`src/rtl/btpg_pkg.sv`:
```
`default_nettype none
// ----------------------------------------------------------------------------
// btpg_pkg
// Shared types, constants and the 5x7 font for the bitmap text pixel generator.
// ----------------------------------------------------------------------------
package btpg_pkg;

   localparam int GLYPH_ROWS  = 7;
   localparam int GLYPH_COLS  = 5;
   localparam int ROW_W       = $clog2(GLYPH_ROWS);
   localparam int COL_W       = $clog2(GLYPH_COLS);
   localparam int QUEUE_DEPTH = 4;
   localparam int QUEUE_AW    = $clog2(QUEUE_DEPTH);

   // register indexes on the csr port (byte address is 4 * index)
   localparam logic [1:0] REG_PIXEL_SCALE = 2'd0;
   localparam logic [1:0] REG_ORIGIN_X    = 2'd1;
   localparam logic [1:0] REG_ORIGIN_Y    = 2'd2;
   localparam logic [1:0] REG_CLIP_RIGHT  = 2'd3;

   // rows[0] is the top row, bit GLYPH_COLS-1 of a row is the leftmost column
   typedef logic [GLYPH_ROWS-1:0][GLYPH_COLS-1:0] glyph_type;

   typedef struct packed {
      logic        [5:0]  pixel_scale;
      logic signed [15:0] origin_x;
      logic signed [15:0] origin_y;
      logic signed [15:0] clip_right;
   } cfg_type;

   // one classified character handed from the front to the back
   typedef struct packed {
      glyph_type          rows;
      logic               draw;
      logic signed [15:0] cursor_start;
      logic signed [15:0] cursor_after;
      logic               stopped;
   } job_type;

   function automatic logic signed [15:0] sat16(input logic signed [17:0] v);
      logic signed [15:0] r;
      if (v > 18'sd32767) begin
         r = 16'sh7fff;
      end else if (v < -18'sd32768) begin
         r = 16'sh8000;
      end else begin
         r = v[15:0];
      end
      return r;
   endfunction

   function automatic glyph_type mk_glyph(input logic [4:0] r0, input logic [4:0] r1,
                                          input logic [4:0] r2, input logic [4:0] r3,
                                          input logic [4:0] r4, input logic [4:0] r5,
                                          input logic [4:0] r6);
      glyph_type g;
      g[0] = r0;
      g[1] = r1;
      g[2] = r2;
      g[3] = r3;
      g[4] = r4;
      g[5] = r5;
      g[6] = r6;
      return g;
   endfunction

   function automatic glyph_type glyph_for(input logic [7:0] code);
      logic [7:0] c;
      glyph_type  g;
      // fold lower case to upper case
      c = (code >= 8'h61 && code <= 8'h7a) ? code - 8'd32 : code;
      unique case (c)
         8'h41:   g = mk_glyph(14, 17, 17, 31, 17, 17, 17);
         8'h42:   g = mk_glyph(30, 17, 17, 30, 17, 17, 30);
         8'h43:   g = mk_glyph(14, 17, 16, 16, 16, 17, 14);
         8'h44:   g = mk_glyph(30, 17, 17, 17, 17, 17, 30);
         8'h45:   g = mk_glyph(31, 16, 16, 30, 16, 16, 31);
         8'h46:   g = mk_glyph(31, 16, 16, 30, 16, 16, 16);
         8'h47:   g = mk_glyph(14, 17, 16, 23, 17, 17, 14);
         8'h48:   g = mk_glyph(17, 17, 17, 31, 17, 17, 17);
         8'h49:   g = mk_glyph(31,  4,  4,  4,  4,  4, 31);
         8'h4a:   g = mk_glyph( 7,  2,  2,  2,  2, 18, 12);
         8'h4b:   g = mk_glyph(17, 18, 20, 24, 20, 18, 17);
         8'h4c:   g = mk_glyph(16, 16, 16, 16, 16, 16, 31);
         8'h4d:   g = mk_glyph(17, 27, 21, 21, 17, 17, 17);
         8'h4e:   g = mk_glyph(17, 25, 21, 19, 17, 17, 17);
         8'h4f:   g = mk_glyph(14, 17, 17, 17, 17, 17, 14);
         8'h50:   g = mk_glyph(30, 17, 17, 30, 16, 16, 16);
         8'h51:   g = mk_glyph(14, 17, 17, 17, 21, 18, 13);
         8'h52:   g = mk_glyph(30, 17, 17, 30, 20, 18, 17);
         8'h53:   g = mk_glyph(15, 16, 16, 14,  1,  1, 30);
         8'h54:   g = mk_glyph(31,  4,  4,  4,  4,  4,  4);
         8'h55:   g = mk_glyph(17, 17, 17, 17, 17, 17, 14);
         8'h56:   g = mk_glyph(17, 17, 17, 17, 17, 10,  4);
         8'h57:   g = mk_glyph(17, 17, 17, 21, 21, 21, 10);
         8'h58:   g = mk_glyph(17, 17, 10,  4, 10, 17, 17);
         8'h59:   g = mk_glyph(17, 17, 10,  4,  4,  4,  4);
         8'h5a:   g = mk_glyph(31,  1,  2,  4,  8, 16, 31);
         8'h30:   g = mk_glyph(14, 17, 19, 21, 25, 17, 14);
         8'h31:   g = mk_glyph( 4, 12,  4,  4,  4,  4, 14);
         8'h32:   g = mk_glyph(14, 17,  1,  2,  4,  8, 31);
         8'h33:   g = mk_glyph(30,  1,  1, 14,  1,  1, 30);
         8'h34:   g = mk_glyph( 2,  6, 10, 18, 31,  2,  2);
         8'h35:   g = mk_glyph(31, 16, 16, 30,  1,  1, 30);
         8'h36:   g = mk_glyph(14, 16, 16, 30, 17, 17, 14);
         8'h37:   g = mk_glyph(31,  1,  2,  4,  8,  8,  8);
         8'h38:   g = mk_glyph(14, 17, 17, 14, 17, 17, 14);
         8'h39:   g = mk_glyph(14, 17, 17, 15,  1,  1, 14);
         8'h3a:   g = mk_glyph( 0, 12, 12,  0, 12, 12,  0);
         8'h2d:   g = mk_glyph( 0,  0,  0, 14,  0,  0,  0);
         8'h20:   g = '0;
         // anything without a glyph draws a question mark
         default: g = mk_glyph(14, 17,  1,  2,  4,  0,  4);
      endcase
      return g;
   endfunction

endpackage
`default_nettype wire

```
`src/rtl/btpg_front.sv`:
```
`default_nettype none
// ----------------------------------------------------------------------------
// btpg_front
// Accepts characters, looks up the glyph and advances the cursor and stop flag.
// ----------------------------------------------------------------------------
module btpg_front import btpg_pkg::*; (
   input  wire logic       clock,
   input  wire logic       reset,
   input  wire cfg_type    cfg,
   input  wire logic       req_valid,
   output logic            req_ready,
   input  wire logic [7:0] req_char_code,
   input  wire logic       req_string_start,
   input  wire logic       queue_full,
   output logic            push_valid,
   output job_type         push_job
);

   logic signed [15:0] cursor_ff, cursor_in;
   logic               stop_ff, stop_in;

   logic signed [15:0] cur_eff;
   logic               stop_eff;
   logic        [8:0]  step_width;
   logic signed [17:0] cur_sum;
   logic signed [15:0] cur_next;
   logic signed [17:0] clip_lim;
   logic               stop_next;

   assign req_ready  = !queue_full;
   assign push_valid = req_valid && req_ready;

   always_comb begin
      cur_eff    = req_string_start ? cfg.origin_x : cursor_ff;
      stop_eff   = req_string_start ? 1'b0 : stop_ff;
      step_width = 9'(cfg.pixel_scale) * 9'd6;
      cur_sum    = {{2{cur_eff[15]}}, cur_eff} + {9'd0, step_width};
      cur_next   = sat16(cur_sum);
      clip_lim   = {{2{cfg.clip_right[15]}}, cfg.clip_right} - 18'sd8;
      stop_next  = (18'(cur_next) > clip_lim);

      push_job.rows         = glyph_for(req_char_code);
      push_job.draw         = !stop_eff && (cfg.pixel_scale != 6'd0);
      push_job.cursor_start = cur_eff;
      push_job.cursor_after = stop_eff ? cur_eff : cur_next;
      push_job.stopped      = stop_eff ? 1'b1 : stop_next;

      cursor_in = cursor_ff;
      stop_in   = stop_ff;
      if (push_valid) begin
         cursor_in = push_job.cursor_after;
         stop_in   = push_job.stopped;
      end
   end

   always_ff @(posedge clock) begin
      if (reset) begin
         cursor_ff <= '0;
         stop_ff   <= 1'b0;
      end else begin
         cursor_ff <= cursor_in;
         stop_ff   <= stop_in;
      end
   end

endmodule
`default_nettype wire

```
`src/rtl/btpg_queue.sv`:
```
`default_nettype none
// ----------------------------------------------------------------------------
// btpg_queue
// Small first-in first-out queue of classified characters.
// ----------------------------------------------------------------------------
module btpg_queue import btpg_pkg::*; (
   input  wire logic    clock,
   input  wire logic    reset,
   input  wire logic    push_valid,
   input  wire job_type push_job,
   input  wire logic    pop,
   output logic         head_valid,
   output job_type      head_job,
   output logic         full
);

   job_type                entry_ff [QUEUE_DEPTH];
   logic [QUEUE_AW-1:0]    wr_ptr_ff, wr_ptr_in;
   logic [QUEUE_AW-1:0]    rd_ptr_ff, rd_ptr_in;
   logic [QUEUE_AW:0]      count_ff, count_in;

   assign head_valid = (count_ff != '0);
   assign full       = (count_ff == (QUEUE_AW+1)'(QUEUE_DEPTH));
   assign head_job   = entry_ff[rd_ptr_ff];

   always_comb begin
      wr_ptr_in = push_valid ? wr_ptr_ff + 1'b1 : wr_ptr_ff;
      rd_ptr_in = pop ? rd_ptr_ff + 1'b1 : rd_ptr_ff;
      count_in  = count_ff;
      if (push_valid && !pop) begin
         count_in = count_ff + 1'b1;
      end else if (pop && !push_valid) begin
         count_in = count_ff - 1'b1;
      end
   end

   always_ff @(posedge clock) begin
      if (reset) begin
         wr_ptr_ff <= '0;
         rd_ptr_ff <= '0;
         count_ff  <= '0;
      end else begin
         wr_ptr_ff <= wr_ptr_in;
         rd_ptr_ff <= rd_ptr_in;
         count_ff  <= count_in;
      end
   end

   always_ff @(posedge clock) begin
      if (push_valid) begin
         entry_ff[wr_ptr_ff] <= push_job;
      end
   end

endmodule
`default_nettype wire

```
`src/rtl/btpg_back.sv`:
```
`default_nettype none
// ----------------------------------------------------------------------------
// btpg_back
// Walks the lit dots of the head character, one result per cycle while rsp is not stalled, then status.
// ----------------------------------------------------------------------------
module btpg_back import btpg_pkg::*; (
   input  wire logic    clock,
   input  wire logic    reset,
   input  wire cfg_type cfg,
   input  wire logic    head_valid,
   input  wire job_type head_job,
   output logic         pop,
   output logic                rsp_valid,
   input  wire logic           rsp_ready,
   output logic                rsp_is_pixel,
   output logic signed [15:0]  rsp_pixel_x,
   output logic signed [15:0]  rsp_pixel_y,
   output logic        [14:0]  rsp_advance_width,
   output logic                rsp_stopped,
   output logic                rsp_last
);

   glyph_type          done_ff, done_in;
   logic               valid_ff, valid_in;
   logic               is_pixel_ff, is_pixel_in;
   logic signed [15:0] x_ff, x_in;
   logic signed [15:0] y_ff, y_in;
   logic        [14:0] adv_ff, adv_in;
   logic               stopped_ff, stopped_in;
   logic               last_ff, last_in;

   glyph_type          remaining;
   glyph_type          sel_mask;
   logic               found;
   logic [ROW_W-1:0]   gy_sel;
   logic [COL_W-1:0]   gx_sel;
   logic               step;
   logic        [8:0]  x_off;
   logic        [8:0]  y_off;
   logic signed [17:0] x_sum;
   logic signed [17:0] y_sum;
   logic signed [16:0] adv_diff;
   logic        [14:0] adv_clamped;

   always_comb begin
      remaining = head_job.draw ? (head_job.rows & ~done_ff) : '0;
      found     = 1'b0;
      gy_sel    = '0;
      gx_sel    = '0;
      sel_mask  = '0;
      // scan from the far end so the earliest dot in row-major order wins
      for (int gy = GLYPH_ROWS - 1; gy >= 0; gy--) begin
         for (int gx = GLYPH_COLS - 1; gx >= 0; gx--) begin
            if (remaining[gy][GLYPH_COLS-1-gx]) begin
               found    = 1'b1;
               gy_sel   = ROW_W'(gy);
               gx_sel   = COL_W'(gx);
               sel_mask = '0;
               sel_mask[gy][GLYPH_COLS-1-gx] = 1'b1;
            end
         end
      end

      x_off = 9'(gx_sel) * 9'(cfg.pixel_scale);
      y_off = 9'(gy_sel) * 9'(cfg.pixel_scale);
      x_sum = {{2{head_job.cursor_start[15]}}, head_job.cursor_start} + {9'd0, x_off};
      y_sum = {{2{cfg.origin_y[15]}}, cfg.origin_y} + {9'd0, y_off};

      adv_diff = {head_job.cursor_after[15], head_job.cursor_after}
               - {cfg.origin_x[15], cfg.origin_x};
      if (adv_diff[16]) begin
         adv_clamped = '0;
      end else if (adv_diff[15]) begin
         adv_clamped = '1;
      end else begin
         adv_clamped = adv_diff[14:0];
      end

      step = head_valid && (!valid_ff || rsp_ready);
      pop  = step && !found;

      done_in     = done_ff;
      valid_in    = valid_ff;
      is_pixel_in = is_pixel_ff;
      x_in        = x_ff;
      y_in        = y_ff;
      adv_in      = adv_ff;
      stopped_in  = stopped_ff;
      last_in     = last_ff;
      if (step) begin
         valid_in = 1'b1;
         if (found) begin
            done_in     = done_ff | sel_mask;
            is_pixel_in = 1'b1;
            x_in        = sat16(x_sum);
            y_in        = sat16(y_sum);
            adv_in      = '0;
            stopped_in  = 1'b0;
            last_in     = 1'b0;
         end else begin
            done_in     = '0;
            is_pixel_in = 1'b0;
            x_in        = '0;
            y_in        = '0;
            adv_in      = adv_clamped;
            stopped_in  = head_job.stopped;
            last_in     = 1'b1;
         end
      end else if (rsp_ready) begin
         valid_in = 1'b0;
      end
   end

   always_ff @(posedge clock) begin
      if (reset) begin
         valid_ff <= 1'b0;
         done_ff  <= '0;
      end else begin
         valid_ff <= valid_in;
         done_ff  <= done_in;
      end
   end

   always_ff @(posedge clock) begin
      is_pixel_ff <= is_pixel_in;
      x_ff        <= x_in;
      y_ff        <= y_in;
      adv_ff      <= adv_in;
      stopped_ff  <= stopped_in;
      last_ff     <= last_in;
   end

   assign rsp_valid         = valid_ff;
   assign rsp_is_pixel      = is_pixel_ff;
   assign rsp_pixel_x       = x_ff;
   assign rsp_pixel_y       = y_ff;
   assign rsp_advance_width = adv_ff;
   assign rsp_stopped       = stopped_ff;
   assign rsp_last          = last_ff;

endmodule
`default_nettype wire

```
`src/rtl/bitmap_text_pixel_generator_unit.sv`:
```
`default_nettype none
// ----------------------------------------------------------------------------
// bitmap_text_pixel_generator_unit
// 5x7 bitmap text: one character in, its scaled lit dots and a status out.
//
//   channel  direction  handshake          payload
//   req      in         valid / ready      char_code, string_start
//   rsp      out        valid / ready      is_pixel, pixel_x, pixel_y,
//                                          advance_width, stopped, last
//   csr      in         apb, pready high   scale, origin x/y, clip right
//
// A drawn character with n lit dots gives n + 1 results, one per cycle while
// rsp is not stalled; a stopped or scale-zero character gives status only.
// The front takes a character every cycle while its 4-entry queue has room.
// Reset is synchronous: cursor, stop flag, queue and output valid clear, the
// registers return to their defaults. An output stall holds the dot walk,
// the queue fills, and then req_ready drops.
// ----------------------------------------------------------------------------
module bitmap_text_pixel_generator_unit import btpg_pkg::*; (
   input  wire logic               clock,
   input  wire logic               reset,
   input  wire logic               req_valid,
   output logic                    req_ready,
   input  wire logic        [7:0]  req_char_code,
   input  wire logic               req_string_start,
   output logic                    rsp_valid,
   input  wire logic               rsp_ready,
   output logic                    rsp_is_pixel,
   output logic signed [15:0]      rsp_pixel_x,
   output logic signed [15:0]      rsp_pixel_y,
   output logic        [14:0]      rsp_advance_width,
   output logic                    rsp_stopped,
   output logic                    rsp_last,
   input  wire logic               csr_psel,
   input  wire logic               csr_penable,
   input  wire logic               csr_pwrite,
   input  wire logic        [3:0]  csr_paddr,
   input  wire logic        [31:0] csr_pwdata,
   output logic             [31:0] csr_prdata,
   output logic                    csr_pready
);

   cfg_type    cfg_ff, cfg_in;
   logic [1:0] reg_index;
   logic       csr_write;

   logic       push_valid;
   job_type    push_job;
   logic       queue_full;
   logic       head_valid;
   job_type    head_job;
   logic       pop;

   assign csr_pready = 1'b1;
   assign reg_index  = csr_paddr[3:2];
   assign csr_write  = csr_psel && csr_penable && csr_pwrite && csr_pready;

   always_comb begin
      cfg_in = cfg_ff;
      if (csr_write) begin
         unique case (reg_index)
            REG_PIXEL_SCALE: cfg_in.pixel_scale = csr_pwdata[5:0];
            REG_ORIGIN_X:    cfg_in.origin_x    = csr_pwdata[15:0];
            REG_ORIGIN_Y:    cfg_in.origin_y    = csr_pwdata[15:0];
            REG_CLIP_RIGHT:  cfg_in.clip_right  = csr_pwdata[15:0];
         endcase
      end
   end

   always_comb begin
      unique case (reg_index)
         REG_PIXEL_SCALE: csr_prdata = {26'd0, cfg_ff.pixel_scale};
         REG_ORIGIN_X:    csr_prdata = {16'd0, cfg_ff.origin_x};
         REG_ORIGIN_Y:    csr_prdata = {16'd0, cfg_ff.origin_y};
         REG_CLIP_RIGHT:  csr_prdata = {16'd0, cfg_ff.clip_right};
      endcase
   end

   always_ff @(posedge clock) begin
      if (reset) begin
         cfg_ff.pixel_scale <= 6'd1;
         cfg_ff.origin_x    <= '0;
         cfg_ff.origin_y    <= '0;
         cfg_ff.clip_right  <= 16'sh7fff;
      end else begin
         cfg_ff <= cfg_in;
      end
   end

   btpg_front u_front (
      .clock            (clock),
      .reset            (reset),
      .cfg              (cfg_ff),
      .req_valid        (req_valid),
      .req_ready        (req_ready),
      .req_char_code    (req_char_code),
      .req_string_start (req_string_start),
      .queue_full       (queue_full),
      .push_valid       (push_valid),
      .push_job         (push_job)
   );

   btpg_queue u_queue (
      .clock      (clock),
      .reset      (reset),
      .push_valid (push_valid),
      .push_job   (push_job),
      .pop        (pop),
      .head_valid (head_valid),
      .head_job   (head_job),
      .full       (queue_full)
   );

   btpg_back u_back (
      .clock             (clock),
      .reset             (reset),
      .cfg               (cfg_ff),
      .head_valid        (head_valid),
      .head_job          (head_job),
      .pop               (pop),
      .rsp_valid         (rsp_valid),
      .rsp_ready         (rsp_ready),
      .rsp_is_pixel      (rsp_is_pixel),
      .rsp_pixel_x       (rsp_pixel_x),
      .rsp_pixel_y       (rsp_pixel_y),
      .rsp_advance_width (rsp_advance_width),
      .rsp_stopped       (rsp_stopped),
      .rsp_last          (rsp_last)
   );

endmodule
`default_nettype wire

```
`config.mk`:
```
export PLATFORM = sky130hd
export DESIGN_NAME = bitmap_text_pixel_generator_unit
export DESIGN_NICKNAME = d
export VERILOG_FILES = /design/src/rtl/btpg_pkg.sv /design/src/rtl/btpg_front.sv /design/src/rtl/btpg_queue.sv /design/src/rtl/btpg_back.sv /design/src/rtl/bitmap_text_pixel_generator_unit.sv
export SDC_FILE = /design/constraint.sdc
export NUM_CORES = 1
export LEC_CHECK = 0
export BUFFER_PORTS_ARGS = -buffer_cell sky130_fd_sc_hd__buf_2
export CORE_UTILIZATION = 55
export CTS_BUF_LIST = sky130_fd_sc_hd__clkbuf_8
export CTS_CLUSTER_SIZE = 24
export DETAILED_ROUTE_END_ITERATION = 8
export GPL_TIMING_DRIVEN = 0
export PLACE_DENSITY = 0.73
export SKIP_CTS_REPAIR_TIMING = 1
export SYNTH_ARGS = -nofsm -noshare
export SYNTH_HDL_FRONTEND = slang
export SYNTH_HIERARCHICAL = 1
export SYNTH_MEMORY_MAX_BITS = 65536
export SYNTH_SLANG_ARGS = --single-unit
```
`constraint.sdc`:
```
create_clock -name clock -period 7.4 [get_ports clock]
set_input_delay 2.22 -clock clock [delete_from_list [all_inputs] [get_ports clock]]
set_output_delay 2.22 -clock clock [all_outputs]
set_load 0.1 [all_outputs]
```
Word-level counts from Yosys, hierarchy flattened --
Memories as Yosys holds them, arrays and structs flattened. A register that Yosys moved wholly into a read port is not among the register bits. Index checks and enable logic that the tools add are counted.
Operators by class: $lt $le $gt $ge 9, bitwise gates (word level) 4, muxes and demuxes 166, multipliers 3, reduce and logical (&&, ||, !) cells 28, add/subtract/negate cells 10, eq/ne operators 4
Operators with widths (number):
- two-way mux 35 bit | 34
- two-way mux 3 bit | 72
- case mux 32 bit (4 select lines) | 1
- two-way mux 16 bit | 6
- greater-than comparator 18 x 16 -> 1 bit (second input constant) | 3
- less-than comparator 18 x 16 -> 1 bit (second input constant) | 3
- adder 16 x 10 -> 17 bit | 3
- two-way mux 15 bit | 3
- two-way mux 1 bit | 43
- AND 35 bit | 1
- NOT 35 bit | 1
- OR 35 bit | 1
- two-way mux 34 bit | 1
- two-way mux 33 bit | 1
- two-way mux 32 bit | 1
- two-way mux 31 bit | 1
- multiplier 3 x 6 -> 9 bit | 2
- greater-than comparator 16 x 17 -> 1 bit | 1
- subtractor 16 x 16 -> 17 bit | 1
- subtractor 16 x 5 -> 17 bit (second input constant) | 1
- logical AND 1 bit | 9
- >= comparator 8 x 7 -> 1 bit (second input constant) | 1
- <= comparator 8 x 7 -> 1 bit (second input constant) | 1
- multiplier 6 x 2 -> 8 bit (second input constant) | 1
- other kinds (18) | 32
Word-level totals: ROM bits 4480, flip-flop bits (word level) 164, word-level logic and storage cells 251, input bits 52, output and inout bits 85, bits in writable memories 276, memories kept 2
Memories:
- (no name shown) | depth 128, bits a word 35, read ports 1, clocked after Yosys merged registers in 0, write ports 0, RTL line btpg_pkg.sv:72 | unique case (c)
- u_queue.entry_ff | depth 4, bits a word 69, read ports 1, clocked after Yosys merged registers in 1, write ports 1, RTL line btpg_queue.sv:17 | job_type entry_ff [QUEUE_DEPTH];

Longest topological paths before layout --
depth in word-level cells 43, gate-level depth with buffers 31, depth with buffers taken out 26

By module --
Netlist, hierarchy kept.
By module, submodules not included:
- btpg_queue | area each 10397.5 µm², times used 1, cells an instance 405, sequential area each 8468.1 µm²
- btpg_back | area each 6941.7 µm², times used 1, cells an instance 819, sequential area each 2222.1 µm²
- btpg_front | area each 4430.5 µm², times used 1, cells an instance 682, sequential area each 340.3 µm²
- bitmap_text_pixel_generator_unit | area each 2713.9 µm², times used 1, cells an instance 267, sequential area each 1081.0 µm²

Worst setup path before layout --
Ideal clock, no wire load.
path kind in2reg, start input port req_string_start, end memory u_queue/entry_ff[0][0] in the netlist's numbering, data pin, cell stages on the path 21, arrival time 6.225 ns, slack 0.873 ns, library setup time 0.302 ns, required time 7.098 ns, buffers on the path 4, cells stage by stage buf_6 > buf_4 > clkbuf_1 > mux2_2 > ha_1 > inv_1 > fa_1 > nand2b_1 > a21oi_1 > o211ai_2 > nor3_1 > a31oi_2 > clkbuf_1 > nand2_1 > ha_1 > a21o_1 > a21o_1 > a21oi_1 > o2111ai_1 > o311ai_0 > o211ai_1
RTL lines:
- start, declared | RTL line bitmap_text_pixel_generator_unit.sv:25 | input wire logic req_string_start,
- end, declared | RTL line btpg_queue.sv:17

==> results.md <==
- Status: finished, final reports clean
- Reg2Reg Setup Slack: 0.38 ns
- Share of the synthesized area in the top cell type: 40.0%
- Setup violators final: 0
- GRT met1 Usage: 41.6%
- Die Width: 213 um
- Critical path endpoint category: flop
- Sequential share of the synthesized area: between 40 and 50%
- Avg WL per Cell: 21.7 um
- Max-slew violations: 0
- Root Buffer: clkbuf_8
- VDD IR-drop max: 0.250 mV
- Initial Util: 56.3%
- CTS max path bufs: 3
- Predominant post-synthesis flop cell: edfxtp_1
- P&R area growth vs syn: 12.2%
- Worst-Margin Slew: 1.14 ns
- Yosys top cell by area: edfxtp_1
- H-tree depth: 3
- CP arrival: roughly 7.4 ns
- Hold endpoint: u_back/done_ff[26]
- GR Util met3: 5.22%
- Syn Inst Count: 2173
- Final-report hold violation count: 0
- Worst EP required: approximately 7.7 ns
- Net count, final: 2536
- Lkg Pwr: 0.0107 uW
- I/O pin cnt: 137
- CTS Sinks: 442
- Dpl hpwl: 48800 um
- Clock Skew: between 0.04 and 0.05 ns
- Crit Path Max Fanout: 10
- Number of fill cells: ~3.4k
- CORE AREA: 43500 um2
- Post-synth EDFFs: 326
- Via count: 18.5k
- Antenna diodes: 0
- Final TNS setup: 0 ns
- Post-synth ARST share: 0%
- Min Clock Period, post-route: about 7 ns
- Hold Path Origin: u_back/done_ff[26]
- Mean Syn Cell Area: 11.3 um2
- R2R depth: 27
- Syn Std Cell Area: 24500 um2
- Maxcap violations: 0
- Worst min path class: flop to flop
- DRC: 0
- Max Clock Freq: between 100 and 150 MHz
- Worst slew margin: 23.8%
- Initial antenna violation count: 0
- CP Launch Type: primary input
- TritonCTS clock tree: done
- Synth cell types: 90
- Vias per cell: 6.14
- Vias in the first global route: 17.8k
- Yosys reg bits: roughly 440
- Largest net degree at the start of global routing: 56
- DRT iter0 DRCs: 1929
- Chip Height: 213 um
- Row count: 76
- RD Place Congestion: 0.964
- Global-route wire length before repair: 101000 um
- Largest cells by area after synthesis: edfxtp_1, dfxtp_1, mux4_2
- Final ANT Viol Nets: 0
- Port Buf Inserts: 98
- GRT Util Overall: around 30%
- Reg2reg end: u_back/rsp_pixel_x[4]
- GRT overflow: 0
- Pwr dens: 254 nW/um2
- Met2 usage: 45.6%
- Final Cycle Share: 96.0%
- Die area: 45400 um2
- Clk_lat worst skew: 0.65 ns
- Synthesis Warnings: 6
- Worst-path clk slew: 0.06 ns
- Grt peak-use layer: met2
- Routed WL: roughly 65000 um
- WHS Path Cells: 2
- Num CTS Buffers: 72
- Layout cells sized above 1: 17.4%
- TritonRoute pass-1 iters: 6
- Post-layout util: around 63%
- Crit Path Category: primary input to flop
[sequential cells by signal (all words and copies together) (netlist names), 2 cells and up, named ones only]
| signal | count |
|---|---|
| u_queue/wr_ptr_ff | 2 |
| u_queue/entry_ff | 276 |
| u_queue/count_ff | 3 |
| u_back/done_ff | 35 |
| u_back/rsp_pixel_y | 16 |
| u_queue/rd_ptr_ff | 2 |
| u_front/cursor_ff | 16 |
| u_back/rsp_pixel_x | 16 |
| u_back/rsp_advance_width | 15 |
| cfg_ff | 54 |
[cell families (layout without fill, tap and decap cells)]
group | count (synthesis) | after routing | synth area share (%)
simple gates | 660 | 660 | 13.3
compound gates | 505 | 505 | 13.5
flops | 442 | 442 | 49.5
buf+inv | 220 | 456 | 4.24
mux | 163 | 163 | 10.6
fa+ha+maj | 119 | 119 | 6.57
xor+xnor | 62 | 62 | 2.22
other cells | 2 | 17 | 0.0307
[routing by layer]
metal | routed length [um] | vias up
met2 | 29700 | 839
met1 | 28500 | 9037
met5 | 0 | -
li1 | - | 8436
met3 | 5170 | 152
met4 | 2050 | 0
[synth_stat cells (27+ instances only)]
cell / instances
edfxtp_1: 326
nor2_1: 193
nand2_1: 159
a21oi_1: 153
dfxtp_1: 116
ha_1: 103
nand2b_1: 95
inv_1: 91
o21ai_0: 87
mux4_2: 75
mux2i_1: 63
clkbuf_1: 62
nor2b_1: 49
a31oi_1: 45
xnor2_1: 41
a21o_1: 35
nand3_1: 32
and2_1: 28
buf_4: 27
[layout make-up]
cell class | count | area, um2 | share of cell area (%)
buffer | 126 | 708 | 2.58
clock buffer | 85 | 1170 | 4.26
clock inverter | 48 | 342 | 1.24
inverter | 94 | 353 | 1.28
multi-input combinational | 1526 | 11500 | 41.8
sequential | 442 | 12100 | 44.1
tap | 585 | 732 | 2.67
timing repair buffer | 103 | 578 | 2.10
[stage by stage]
stage / worst slack [ns] / hold slack (ns) / std cells / instance area, um2 / total power (uW)
finish: 0.293 / 0.459 / 3009 / 27500 / 6970
global route: -0.00692 / 0.481 / 3009 / 27500 / 7240
CTS: -0.640 / 0.462 / 3008 / 27400 / 7000
detailed placement: -0.577 / 0.450 / 2875 / 25900 / 4810
global placement: -0.510 / 0.438 / 2871 / 25800 / 4790
floorplan: 0.873 / 0.428 / 2188 / 24500 / 4430
[cell usage in the layout (no fill, tap or decap), types with 41 or more instances in the layout]
| master | n |
|---|---|
| edfxtp_1 | 326 |
| nor2_1 | 193 |
| nand2_1 | 159 |
| a21oi_1 | 153 |
| inv_1 | 117 |
| buf_2 | 116 |
| dfxtp_1 | 116 |
| ha_1 | 103 |
| nand2b_1 | 95 |
| o21ai_0 | 86 |
| clkbuf_8 | 85 |
| mux4_2 | 75 |
| mux2i_1 | 63 |
| clkbuf_1 | 54 |
| nor2b_1 | 48 |
| a31oi_1 | 45 |
| xnor2_1 | 41 |
[power by group]
group | internal, uW | switching [uW] | leakage [uW]
combinational | 404 | 1370 | 0.00588
sequential | 2940 | 65.6 | 0.00397
clock | 1200 | 993 | 0.000872
[critical path, stage by stage]
cell	delay [ns]
buf_6	0.11
buf_4	0.18
clkbuf_1	0.45
mux2_2	0.47
ha_1	0.24
inv_1	0.08
fa_1	0.19
nand2b_1	0.20
a21oi_1	0.13
o211ai_2	0.40
nor3_1	0.14
a31oi_2	0.52
clkbuf_1	0.39
nand2_1	0.12
ha_1	0.31
nand4_1	0.17
o41a_1	0.45
o311ai_0	0.21
o211ai_1	0.39
[worst max path at each step]
stage               depth (start not counted)                endpoint             start  slack (ns)
floorplan                                  21  u_queue/entry_ff[0][0]  req_string_start        0.87
global placement                           30  u_back/rsp_pixel_y[13]              flop       -0.51
detailed placement                         30   u_back/rsp_pixel_y[6]              flop       -0.58
CTS                                        30   u_back/rsp_pixel_y[6]              flop       -0.64
global route                               27   u_back/rsp_pixel_x[5]              flop      -0.007
finish                                     19  u_queue/entry_ff[0][0]  req_string_start        0.29
Power figures use the tool's default switching activity.
